File: src/hdl/piecewise_linear_delay_profile_defines.svh
// Assertion macros for the piecewise linear delay profile block.
`ifndef PIECEWISE_LINEAR_DELAY_PROFILE_DEFINES_SVH
`define PIECEWISE_LINEAR_DELAY_PROFILE_DEFINES_SVH
`ifndef SYNTHESIS
`define PLDP_ASSERT(label, clk, rst_n, prop) \
  label: assert property (@(posedge clk) disable iff (!rst_n) prop) else $error("%m failed");
`define PLDP_ASSERT_NR(label, clk, prop) \
  label: assert property (@(posedge clk) prop) else $error("%m failed");
`else
`define PLDP_ASSERT(label, clk, rst_n, prop)
`define PLDP_ASSERT_NR(label, clk, prop)
`endif
`endif

File: src/hdl/pldp_pkg.sv
// Shared types and constants of the piecewise linear delay profile block.
`timescale 1ns / 1ps
package pldp_pkg;
  localparam int TableDepth = 64;
  localparam int DelayBits  = 16;
  localparam int TimeBits   = 32;
  localparam int IdxBits    = $clog2(TableDepth);
  localparam int CntBits    = $clog2(TableDepth + 1);
  localparam int ProdBits   = DelayBits + TimeBits;

  localparam logic [1:0] StatusOk    = 2'd0;
  localparam logic [1:0] StatusEmpty = 2'd1;
  localparam logic [1:0] StatusFull  = 2'd2;

  typedef enum logic [3:0] {
    CmdNone, CmdClrMax, CmdRdA, CmdRdB, CmdShift, CmdWrNew, CmdWrOver,
    CmdMaxAcc, CmdLoadDiv, CmdDivStep, CmdMulStep, CmdSetRes, CmdTickZero
  } cmd_e;

  typedef struct packed {
    cmd_e              cmd;
    logic [IdxBits-1:0] addr;
    logic [1:0]        res_sel; // 0 zero, 1 mem delay, 2 interp
  } pldp_cmd_t;

  typedef struct packed {
    logic              time_ge;   // read time >= key
    logic              time_eq;   // read time == key
    logic              div_done;
    logic              mul_done;
  } pldp_stat_t;

  localparam logic [1:0] ResZero   = 2'd0;
  localparam logic [1:0] ResMem    = 2'd1;
  localparam logic [1:0] ResInterp = 2'd2;
endpackage

File: src/hdl/pldp_datapath.sv
// Datapath: breakpoint memory, tick counter, serial multiplier and divider.
`timescale 1ns / 1ps
module pldp_datapath import pldp_pkg::*; (
  input  logic                 clk_i,
  input  logic                 rst_ni,
  input  pldp_cmd_t            cmd_i,
  input  logic [TimeBits-1:0]  key_i,
  input  logic [DelayBits-1:0] new_delay_i,
  input  logic                 tick_inc_i,
  output pldp_stat_t           stat_o,
  output logic [TimeBits-1:0]  tick_o,
  output logic [DelayBits-1:0] max_o,
  output logic [DelayBits-1:0] res_o
);
  logic [TimeBits-1:0]  time_mem [TableDepth];
  logic [DelayBits-1:0] dly_mem  [TableDepth];
  logic [TimeBits-1:0]  rt_q;
  logic [DelayBits-1:0] rd_q;
  logic [TimeBits-1:0]  t0_q;
  logic [DelayBits-1:0] d0_q;
  logic [TimeBits-1:0]  tick_q;
  logic [DelayBits-1:0] max_q, res_q;
  logic [ProdBits-1:0]  prod_q, mcand_q;
  logic [TimeBits-1:0]  mplier_q;
  logic [TimeBits:0]    rem_q;
  logic [TimeBits-1:0]  span_q;
  logic [ProdBits-1:0]  quo_q;
  logic [6:0]           step_q;
  logic                 down_q;
  logic [TimeBits:0]    rem_sh;
  logic [DelayBits:0]   interp;

  // Memory: one write, one registered read per cycle.
  always_ff @(posedge clk_i) begin
    unique case (cmd_i.cmd)
      CmdShift: begin
        time_mem[cmd_i.addr] <= rt_q;
        dly_mem[cmd_i.addr]  <= rd_q;
      end
      CmdWrNew: begin
        time_mem[cmd_i.addr] <= key_i;
        dly_mem[cmd_i.addr]  <= new_delay_i;
      end
      CmdWrOver: dly_mem[cmd_i.addr] <= new_delay_i;
      default: ;
    endcase
    if (cmd_i.cmd == CmdRdA || cmd_i.cmd == CmdRdB) begin
      rt_q <= time_mem[cmd_i.addr];
      rd_q <= dly_mem[cmd_i.addr];
    end
    if (cmd_i.cmd == CmdRdB) begin
      t0_q <= rt_q;
      d0_q <= rd_q;
    end
  end

  assign rem_sh = {rem_q[TimeBits-1:0], quo_q[ProdBits-1]};
  assign interp = down_q ? {1'b0, d0_q} - {1'b0, quo_q[DelayBits-1:0]}
                         : {1'b0, d0_q} + {1'b0, quo_q[DelayBits-1:0]};

  always_ff @(posedge clk_i or negedge rst_ni) begin
    if (!rst_ni) begin
      tick_q   <= '0;
      max_q    <= '0;
      step_q   <= '0;
      down_q   <= 1'b0;
      mcand_q  <= '0;
      mplier_q <= '0;
      span_q   <= '0;
      prod_q   <= '0;
      rem_q    <= '0;
      quo_q    <= '0;
    end else begin
      if (tick_inc_i) tick_q <= tick_q + 1'b1;
      unique case (cmd_i.cmd) inside
        // An overwrite clears the maximum too, so the rescan can lower it.
        CmdClrMax, CmdWrOver: max_q <= '0;
        CmdMaxAcc:   if (rd_q > max_q) max_q <= rd_q;
        CmdTickZero: tick_q <= '0;
        CmdLoadDiv: begin
          // rt_q holds t1, t0_q/d0_q the predecessor.
          down_q   <= rd_q < d0_q;
          mcand_q  <= ProdBits'(rd_q < d0_q ? d0_q - rd_q : rd_q - d0_q);
          mplier_q <= tick_q - t0_q;
          span_q   <= rt_q - t0_q;
          prod_q   <= '0;
          step_q   <= '0;
        end
        CmdMulStep: begin
          if (mplier_q[0]) prod_q <= prod_q + mcand_q;
          mcand_q  <= mcand_q << 1;
          mplier_q <= mplier_q >> 1;
          if (step_q == 7'(TimeBits - 1)) begin
            step_q <= '0;
            rem_q  <= '0;
          end else begin
            step_q <= step_q + 1'b1;
          end
        end
        CmdDivStep: begin
          if (step_q == 7'd0) quo_q <= prod_q + (mplier_q[0] ? mcand_q : '0);
          else begin
            if (rem_sh >= {1'b0, span_q}) begin
              rem_q <= rem_sh - {1'b0, span_q};
              quo_q <= {quo_q[ProdBits-2:0], 1'b1};
            end else begin
              rem_q <= rem_sh;
              quo_q <= {quo_q[ProdBits-2:0], 1'b0};
            end
          end
          step_q <= step_q + 1'b1;
        end
        default: ;
      endcase
    end
  end

  always_ff @(posedge clk_i) begin
    if (cmd_i.cmd == CmdSetRes) begin
      unique case (cmd_i.res_sel)
        ResMem:    res_q <= rd_q;
        ResInterp: res_q <= interp[DelayBits-1:0];
        default:   res_q <= '0;
      endcase
    end
  end

  assign stat_o.time_ge  = rt_q >= key_i;
  assign stat_o.time_eq  = rt_q == key_i;
  assign stat_o.mul_done = step_q == 7'(TimeBits - 1);
  assign stat_o.div_done = step_q == 7'(ProdBits);
  assign tick_o = tick_q;
  assign max_o  = max_q;
  assign res_o  = res_q;
endmodule

File: src/hdl/pldp_ctrl.sv
// Controller: sequences table search, insert shift, max rescan and interpolation.
`timescale 1ns / 1ps
`include "piecewise_linear_delay_profile_defines.svh"
module pldp_ctrl import pldp_pkg::*; (
  input  logic                 clk_i,
  input  logic                 rst_ni,
  input  logic                 in_valid_i,
  output logic                 in_ready_o,
  input  logic                 opcode_i,
  input  logic                 loop_mode_i,
  input  logic                 out_ready_i,
  output logic                 out_valid_o,
  output logic [CntBits-1:0]   count_o,
  output logic [1:0]           status_o,
  input  pldp_stat_t           stat_i,
  output pldp_cmd_t            cmd_o,
  output logic                 tick_inc_o
);
  typedef enum logic [3:0] {
    SIdle, SSearchRd, SSearchCmp, SIns, SShiftRd, SShiftWr, SWrNew,
    SMaxRd, SMaxAcc, STickHit, SInterpRd, SInterp, SMul, SDiv, SFin, SOut
  } state_e;

  state_e             state_q;
  logic [CntBits-1:0] cnt_q, idx_q, sh_q;
  logic               op_q;
  logic [1:0]         status_q, res_sel_q;
  logic               out_valid_q;

  assign in_ready_o  = state_q == SIdle && !out_valid_q;
  assign out_valid_o = out_valid_q;
  assign count_o     = cnt_q;
  assign status_o    = status_q;
  assign tick_inc_o  = in_valid_i && in_ready_o && opcode_i;

  always_comb begin
    cmd_o = '{cmd: CmdNone, addr: idx_q[IdxBits-1:0], res_sel: res_sel_q};
    unique case (state_q)
      SSearchRd: cmd_o.cmd = CmdRdA;
      SShiftRd: begin
        cmd_o.cmd  = CmdRdA;
        cmd_o.addr = IdxBits'(sh_q - 1'b1);
      end
      SShiftWr: begin
        cmd_o.cmd  = CmdShift;
        cmd_o.addr = sh_q[IdxBits-1:0];
      end
      SWrNew:   cmd_o.cmd = CmdWrNew;
      SIns: begin
        // Drop on a full table leaves the maximum untouched.
        if (stat_i.time_eq && idx_q < cnt_q) cmd_o.cmd = CmdWrOver;
        else if (cnt_q != CntBits'(TableDepth)) cmd_o.cmd = CmdClrMax;
      end
      SMaxRd: begin
        cmd_o.cmd  = CmdRdA;
        cmd_o.addr = sh_q[IdxBits-1:0];
      end
      SMaxAcc:  cmd_o.cmd = CmdMaxAcc;
      STickHit: begin
        // Past the end in loop mode restart the counter; before an
        // interpolation fetch the predecessor first.
        if (idx_q == cnt_q && loop_mode_i) begin
          cmd_o.cmd = CmdTickZero;
        end else begin
          cmd_o.cmd = CmdRdA;
          if (idx_q != '0 && idx_q != cnt_q) cmd_o.addr = IdxBits'(idx_q - 1'b1);
        end
      end
      SInterpRd: begin
        cmd_o.cmd  = CmdRdB;
        cmd_o.addr = idx_q[IdxBits-1:0];
      end
      SInterp:  cmd_o.cmd = CmdLoadDiv;
      SMul:     cmd_o.cmd = CmdMulStep;
      SDiv:     cmd_o.cmd = CmdDivStep;
      SFin:     cmd_o.cmd = CmdSetRes;
      default:  ;
    endcase
  end

  always_ff @(posedge clk_i or negedge rst_ni) begin
    if (!rst_ni) begin
      state_q     <= SIdle;
      cnt_q       <= '0;
      idx_q       <= '0;
      sh_q        <= '0;
      op_q        <= 1'b0;
      status_q    <= StatusOk;
      res_sel_q   <= ResZero;
      out_valid_q <= 1'b0;
    end else begin
      unique case (state_q)
        SIdle: begin
          if (out_valid_q && out_ready_i) out_valid_q <= 1'b0;
          if (in_valid_i && in_ready_o) begin
            op_q      <= opcode_i;
            idx_q     <= '0;
            res_sel_q <= ResZero;
            if (opcode_i && cnt_q == '0) begin
              status_q <= StatusEmpty;
              state_q  <= SFin;
            end else if (cnt_q == '0) begin
              status_q <= StatusOk;
              state_q  <= SIns;
            end else begin
              status_q <= StatusOk;
              state_q  <= SSearchRd;
            end
          end
        end
        SSearchRd: state_q <= SSearchCmp;
        SSearchCmp: begin
          if (stat_i.time_ge) begin
            state_q <= op_q ? STickHit : SIns;
          end else if (idx_q + 1'b1 == cnt_q) begin
            idx_q   <= cnt_q;
            state_q <= op_q ? STickHit : SIns;
          end else begin
            idx_q   <= idx_q + 1'b1;
            state_q <= SSearchRd;
          end
        end
        SIns: begin
          if (stat_i.time_eq && idx_q < cnt_q) begin
            sh_q    <= '0;
            state_q <= SMaxRd;
          end else if (cnt_q == CntBits'(TableDepth)) begin
            status_q <= StatusFull;
            state_q  <= SFin;
          end else if (cnt_q == idx_q) begin
            state_q <= SWrNew;
          end else begin
            sh_q    <= cnt_q;
            state_q <= SShiftRd;
          end
        end
        SShiftRd: state_q <= SShiftWr;
        SShiftWr: begin
          sh_q    <= sh_q - 1'b1;
          state_q <= (sh_q - 1'b1 == idx_q) ? SWrNew : SShiftRd;
        end
        SWrNew: begin
          cnt_q   <= cnt_q + 1'b1;
          sh_q    <= '0;
          state_q <= SMaxRd;
        end
        SMaxRd: state_q <= SMaxAcc;
        SMaxAcc: begin
          sh_q    <= sh_q + 1'b1;
          state_q <= (sh_q + 1'b1 == cnt_q) ? SFin : SMaxRd;
        end
        STickHit: begin
          // Read issued at idx_q, or at idx_q - 1 before an interpolation; past end read last or first entry.
          if (idx_q == cnt_q) begin
            res_sel_q <= ResMem;
            if (loop_mode_i) idx_q <= '0;
            else idx_q <= cnt_q - 1'b1;
            state_q <= SInterpRd;
          end else if (idx_q == '0) begin
            res_sel_q <= ResMem;
            state_q   <= SFin;
          end else begin
            res_sel_q <= ResInterp;
            state_q   <= SInterpRd;
          end
        end
        SInterpRd: begin
          if (res_sel_q == ResMem) begin
            state_q <= SFin;
          end else begin
            state_q <= SInterp;
          end
        end
        SInterp: state_q <= SMul;
        SMul:    if (stat_i.mul_done) state_q <= SDiv;
        SDiv:    if (stat_i.div_done) state_q <= SFin;
        SFin: begin
          out_valid_q <= 1'b1;
          state_q     <= SOut;
        end
        SOut: begin
          if (out_ready_i) out_valid_q <= 1'b0;
          state_q <= SIdle;
        end
        default: state_q <= SIdle;
      endcase
    end
  end

  `PLDP_ASSERT(a_count_range, clk_i, rst_ni, cnt_q <= CntBits'(TableDepth))
  `PLDP_ASSERT(a_no_accept_busy, clk_i, rst_ni, state_q != SIdle |-> !in_ready_o)
  `PLDP_ASSERT(a_full_no_grow, clk_i, rst_ni,
    (state_q == SIns && status_q == StatusOk && cnt_q == CntBits'(TableDepth))
    |=> cnt_q == CntBits'(TableDepth))
endmodule

File: src/hdl/piecewise_linear_delay_profile.sv
// Top level of the piecewise linear delay profile block.
`timescale 1ns / 1ps
// Piecewise linear delay profile: holds up to 64 sorted breakpoints (time,
// delay). Opcode 0 inserts or overwrites a breakpoint, opcode 1 advances the
// tick counter and returns the delay interpolated between neighboring
// breakpoints, the offset from the earlier one truncated toward zero. Loop
// mode, written through cfg_we_i and cfg_wdata_i, restarts the profile and
// clears the tick counter after the last breakpoint. One item at a time: a
// tick takes a linear table search and, to interpolate, 32 multiply steps
// and 49 divide steps of the shared serial unit; an insert takes the search,
// a shift of each entry that it moves and a rescan of the maximum. The
// single-port breakpoint memory makes the search, shift and rescan serial.
// The result beat is held in an output register until taken.
`include "piecewise_linear_delay_profile_defines.svh"
module piecewise_linear_delay_profile import pldp_pkg::*; (
  input  logic        clk_i,
  input  logic        rst_ni,
  input  logic        cfg_we_i,
  input  logic        cfg_wdata_i,
  input  logic        s_axis_tvalid,
  output logic        s_axis_tready,
  input  logic [55:0] s_axis_tdata,  // entry_time[31:0], entry_delay[47:32], zero pad
  input  logic        s_axis_tuser,  // opcode
  output logic        m_axis_tvalid,
  input  logic        m_axis_tready,
  output logic [47:0] m_axis_tdata   // delay_ms, max_delay_ms, entry_count, status, pad
);
  logic                 loop_mode_q;
  logic [TimeBits-1:0]  key_q, tick;
  logic [DelayBits-1:0] dly_q, max_d, res;
  logic [CntBits-1:0]   cnt;
  logic [1:0]           status;
  logic                 tick_inc, accept;
  pldp_cmd_t            cmd;
  pldp_stat_t           stat;

  assign accept = s_axis_tvalid && s_axis_tready;

  // Hold the config bit.
  always_ff @(posedge clk_i or negedge rst_ni) begin
    if (!rst_ni) loop_mode_q <= 1'b0;
    else if (cfg_we_i) loop_mode_q <= cfg_wdata_i;
  end

  // Capture insert payload; for a tick the search key is the new tick value.
  always_ff @(posedge clk_i) begin
    if (accept) begin
      key_q <= s_axis_tuser ? tick + 1'b1 : s_axis_tdata[31:0];
      dly_q <= s_axis_tdata[47:32];
    end
  end

  pldp_ctrl u_ctrl (
    .clk_i, .rst_ni,
    .in_valid_i (s_axis_tvalid),
    .in_ready_o (s_axis_tready),
    .opcode_i   (s_axis_tuser),
    .loop_mode_i(loop_mode_q),
    .out_ready_i(m_axis_tready),
    .out_valid_o(m_axis_tvalid),
    .count_o    (cnt),
    .status_o   (status),
    .stat_i     (stat),
    .cmd_o      (cmd),
    .tick_inc_o (tick_inc)
  );

  pldp_datapath u_dp (
    .clk_i, .rst_ni,
    .cmd_i      (cmd),
    .key_i      (key_q),
    .new_delay_i(dly_q),
    .tick_inc_i (tick_inc),
    .stat_o     (stat),
    .tick_o     (tick),
    .max_o      (max_d),
    .res_o      (res)
  );

  assign m_axis_tdata = {7'd0, status, cnt, max_d, res};

  `PLDP_ASSERT(a_out_hold, clk_i, rst_ni,
    m_axis_tvalid && !m_axis_tready |=> m_axis_tvalid)
  `PLDP_ASSERT(a_out_stable, clk_i, rst_ni,
    m_axis_tvalid && !m_axis_tready |=> $stable(m_axis_tdata))
  `PLDP_ASSERT(a_pad_zero, clk_i, rst_ni, m_axis_tdata[47:41] == 7'd0)
endmodule
File: config.mk
export PLATFORM = sky130hd
export DESIGN_NAME = piecewise_linear_delay_profile
export DESIGN_NICKNAME = d
export VERILOG_FILES = /design/src/hdl/pldp_pkg.sv /design/src/hdl/pldp_datapath.sv /design/src/hdl/pldp_ctrl.sv /design/src/hdl/piecewise_linear_delay_profile.sv
export VERILOG_INCLUDE_DIRS = /design/src /design/src/hdl
export SDC_FILE = /design/constraint.sdc
export NUM_CORES = 2
export LEC_CHECK = 0
export ABC_CLOCK_PERIOD_IN_PS = 8540
export BUFFER_PORTS_ARGS = -buffer_cell sky130_fd_sc_hd__buf_2
export CAP_MARGIN = 20
export CORE_AREA = 2 2 648 650
export DETAILED_ROUTE_END_ITERATION = 6
export DIE_AREA = 0 0 650 652
export PLACE_DENSITY = 0.53
export RECOVER_POWER = 25
export SLEW_MARGIN = 20
export SYNTH_ARGS = -nofsm -noshare
export SYNTH_HDL_FRONTEND = slang
export SYNTH_SLANG_ARGS = --single-unit
export TNS_END_PERCENT = 100
File: constraint.sdc
create_clock -name clk_i -period 8.54 [get_ports clk_i]
set_input_delay 0.854 -clock clk_i [delete_from_list [all_inputs] [get_ports clk_i]]
set_output_delay 0.854 -clock clk_i [all_outputs]
set_load 0.05 [all_outputs]
==> results_dict.tcl <==
set metrics [dict create \
    grt_use_met3 0.0295 \
    synth_xor_area_frac 0.0183 \
    slew_violations 1730 \
    syn_to_final_growth_pct 13.9 \
    worst-r2r-cell-count 6 \
    place_congestion 0.833 \
    grt_use_met2 0.327 \
    cts_resized 0 \
    dieArea_um2 424000 \
    syn_area_per_cell_um2 15.2 \
    cap_viol_max_count 28 \
    nFillCells 37900 \
    crit_path_end_kind "flip-flop" \
    finalWirelength_um 441000 \
    vias 89400 \
    syn_inst 9553 \
    grt.met1_usage 0.286 \
    swShare 0.200 \
    skew_ns 0.0968 \
    rr_startpoint "u_ctrl.state_q[1]$_DFFE_PN0P_" \
    first_iter_violations 10300 \
    cts.sinks 3560 \
    place_inst 14900 \
    synth_top_family_by_area "compound AO/OA/AOI/OAI gates" \
    cts_tree "done" \
    htree_levels 5 \
    seqPwrFrac 0.540 \
    startpoint_type "flip-flop" \
    r2r_end "u_dp.time_mem[3][24]$_DFFE_PP_" \
    multi_input_comb_area_um2 37300 \
    fmax_mhz 150 \
    syn_area_um2 145000 \
    path_class "reg2reg" \
    clock_path_buffers 4 \
    numCtsBuffers 362 \
    synthMuxAreaShare 0.00600 \
    yosys.area_share.simple 0.0466 \
    nNetsFinal 10100 \
    peakVddDrop_v 0.000206 \
    crit_fanout 44 \
    clkLatencyLatePin_ns 1.00 \
    start_util 0.349 \
    slowest_stage "clkbuf_1" \
    num_rows 237 \
    relSlewSlack -2.32 \
    synth-compound-area-share 0.153 \
    grt_pass1_wl_um 631000 \
    grt_max_degree 141 \
    crit_family "buffers and inverters" \
    ys_async_sr_fraction 0.0921 \
    synth-seq-cells 3560 \
    r2r_setup_slack_ns 1.87 \
    timing.setup.tns_ns 0 \
    register_area_um2 105000 \
    min-delay-start "s_axis_tdata[38]" \
    fin_crit_ns 6.67 \
    setup_viol 0 \
    power_leakage_uw 0.0455 \
    io_buffers 97 \
    pin_count 113 \
    holdPathEnd "dly_q[6]$_DFFE_PP_" \
    instances_no_fill 15600 \
    cpMostUsedCell "clkbuf_1" \
    cellPowerDensity_nw_per_um2 210 \
    postRouteAntennaNets 0 \
    hold_path.class "in2reg" \
    combPwrFrac 0.002 \
    synthDistinctLibCells 104 \
    drcViolationCount 0 \
    crit_arrival_ns 7.13 \
    tightest_slew_ns 4.98 \
    ys_seq_area_frac 0.725 \
    internal-power_uw 27700 \
    ys.warnings.count 0 \
    globalRouteOverflowTotal 0 \
    crit_path_cell_trace "clkbuf_1 > nand2b_1 > nor2_1 > clkbuf_1 > mux2_1 > clkbuf_1" \
    coreArea_um2 416000 \
    p_switching_uw 6930 \
    hpwl_um 260000 \
    vias_per_cell 5.74 \
    hold_viol 0 \
    status "finished with violations" \
    clk_pin_slew_ns 0.06 \
    post-cts-setup-buffers 0 \
    grt.busiest_layer "met2" \
    fin_util 0.398 \
    root_buffer "clkbuf_16" \
    required_ns 9.01 \
    power.share.clock 0.457 \
    min_path_cells 1 \
    crit_cells 6 \
    antenna_found_initial 19 \
    cpPeakStageDelay_ns 1.63 \
    rsz0062_at_grt "false" \
    die_x_um 650 \
    die_h_um 652 \
    drive_gt1_frac 0.107 \
    synth_edf_count 3232 \
    track_usage 0.201 \
    synthAdderAreaFrac 0.0271 \
    grt_pass1_vias 87300 \
    first_pass_iters 5 \
    synth_top_flop_cell "edfxtp_1" \
    fin_crit_sh 0.781 \
    post_drt_wl_per_cell_um 28.3 \
    failed_checks "capacitance limit, slew limit" \
    path_buf_inv 3 \
]
repair_timing:
action | in CTS | in global routing
setup endpoints to repair | 0 | 0
hold endpoints to repair | 83 | 0
hold buffers | 1 | 0
power by group through the flow:
stage	logic [uW]	registers, uW	clock network [uW]
6_report	80.2	18700	15900
5_1_grt	89.9	18700	16700
4_1_cts	83.9	18700	16100
3_5_place_dp	82.5	19100	0
3_3_place_gp	82.2	19100	0
2_1_floorplan	21.3	19100	0
kinds of logic after synthesis:
family | after synthesis
multiplexers | 79
flip-flops | 3560
AND/OR/NAND/NOR | 1379
AO/OA/AOI/OAI | 3129
XOR/XNOR | 303
adder cells (fa/ha/maj) | 310
other | 1
buffers and inverters | 792
through the flow:
step           instance area [um2]  hold WS [ns]  power, uW  worst slack (ns)
2_1_floorplan               145000         0.426      19100              3.17
3_3_place_gp                154000         0.462      19200              2.47
3_5_place_dp                154000         0.474      19200              2.48
4_1_cts                     166000        0.0439      34900              2.45
5_1_grt                     165000        0.0745      35600              1.19
6_report                    165000         0.111      34700              1.87
metal layers:
layer  share of wire  up-vias  wire (um)
met4           0.022        6       9660
met3           0.075      534      33300
li1                -    38900          -
met5        0.000098        -         43
met1            0.43    46400     191000
met2            0.47     3577     207000
Yosys cell counts (all sizes together), types with 7 or more instances:
cell / n / area share
a211oi: 26 / 0.0014
a21boi: 15 / 0.00085
a21o: 127 / 0.0066
a21oi: 401 / 0.014
a221o: 42 / 0.0029
a221oi: 42 / 0.0026
a22o: 59 / 0.0036
a22oi: 1523 / 0.079
a31o: 7 / 0.00042
a31oi: 71 / 0.0031
a41oi: 261 / 0.016
and2: 58 / 0.0025
and3: 43 / 0.0019
and4: 8 / 0.00048
buf: 316 / 0.012
clkbuf: 255 / 0.0066
dfrtp: 328 / 0.057
edfxtp: 3232 / 0.67
fa: 8 / 0.0011
ha: 302 / 0.026
inv: 219 / 0.0057
mux2: 55 / 0.0043
mux2i: 23 / 0.0016
nand2: 309 / 0.0080
nand2b: 34 / 0.0015
nand3: 155 / 0.0054
nand4: 149 / 0.0064
nor2: 408 / 0.011
nor2b: 48 / 0.0021
nor3: 53 / 0.0022
nor4: 63 / 0.0028
o211ai: 24 / 0.0012
o21a: 45 / 0.0023
o21ai: 347 / 0.012
o21bai: 37 / 0.0019
o22ai: 22 / 0.00099
o31a: 9 / 0.00054
o31ai: 15 / 0.00084
or2: 10 / 0.00043
or3: 21 / 0.00090
xnor2: 181 / 0.011
xor2: 122 / 0.0074
area by class of cell:
class,instances,share of cell area
sequential,3560,0.636
clock inverter,229,0.0143
tap,5497,0.0416
timing repair buffer,417,0.0200
antenna,12,0.000182
clock buffer,437,0.0570
inverter,221,0.00502
multi-input combinational,5207,0.225
worst max-delay path by stage:
stage / from / to / slack (ns)
finish: u_ctrl.state_q[1]$_DFFE_PN0P_ / u_dp.time_mem[3][24]$_DFFE_PP_ / 1.87
global route: rst_ni / u_dp.prod_q[2]$_DFFE_PN0P_ / 1.19
detailed placement: u_ctrl.count_o[2]$_DFFE_PN0P_ / u_dp.time_mem[25][25]$_DFFE_PP_ / 2.48
CTS: u_ctrl.count_o[2]$_DFFE_PN0P_ / u_dp.time_mem[25][20]$_DFFE_PP_ / 2.45
global placement: u_ctrl.count_o[2]$_DFFE_PN0P_ / u_dp.time_mem[25][15]$_DFFE_PP_ / 2.47
floorplan: u_ctrl.count_o[2]$_DFFE_PN0P_ / u_dp.time_mem[10][0]$_DFFE_PP_ / 3.17
cells in the final DEF (no fill, tap or decap), types with 34 or more instances in the layout:
master / n
edfxtp_1: 3232
a22oi_1: 1523
a21oi_1: 397
clkbuf_16: 365
nor2_1: 332
dfrtp_1: 328
o21ai_0: 324
nand2_1: 305
ha_1: 302
buf_4: 261
a41oi_1: 260
inv_1: 218
xnor2_1: 181
nand4_1: 149
nand3_1: 147
clkbuf_1: 127
a21o_1: 126
xor2_1: 122
clkinv_1: 77
nor2_4: 71
a31oi_1: 70
clkinv_2: 65
a22o_1: 59
and2_1: 58
nor4_1: 54
buf_2: 53
nor2b_1: 47
nor3_1: 46
o21a_1: 45
a221o_1: 42
and3_1: 41
a221oi_1: 41
buf_12: 38
o21bai_1: 37
bufinv_16: 35
nand2b_1: 34
sequential cells by signal (all words and copies together) (netlist names), 4 cells and up:
| name | count |
|---|---|
| u_dp.rem_q | 32 |
| u_ctrl.sh_q | 7 |
| u_ctrl.state_q | 4 |
| u_dp.rd_q | 16 |
| u_dp.res_o | 16 |
| u_dp.t0_q | 32 |
| u_dp.quo_q | 48 |
| u_dp.mcand_q | 48 |
| key_q | 32 |
| dly_q | 16 |
| u_dp.time_mem | 2048 |
| u_dp.span_q | 32 |
| u_ctrl.count_o | 7 |
| u_dp.mplier_q | 32 |
| u_dp.d0_q | 16 |
| u_dp.step_q | 7 |
| u_ctrl.idx_q | 7 |
| u_dp.dly_mem | 1024 |
| u_dp.tick_o | 32 |
| u_dp.rt_q | 32 |
| u_dp.prod_q | 48 |
| u_dp.max_o | 16 |
Note: power is estimated with default switching activity, not from simulation.
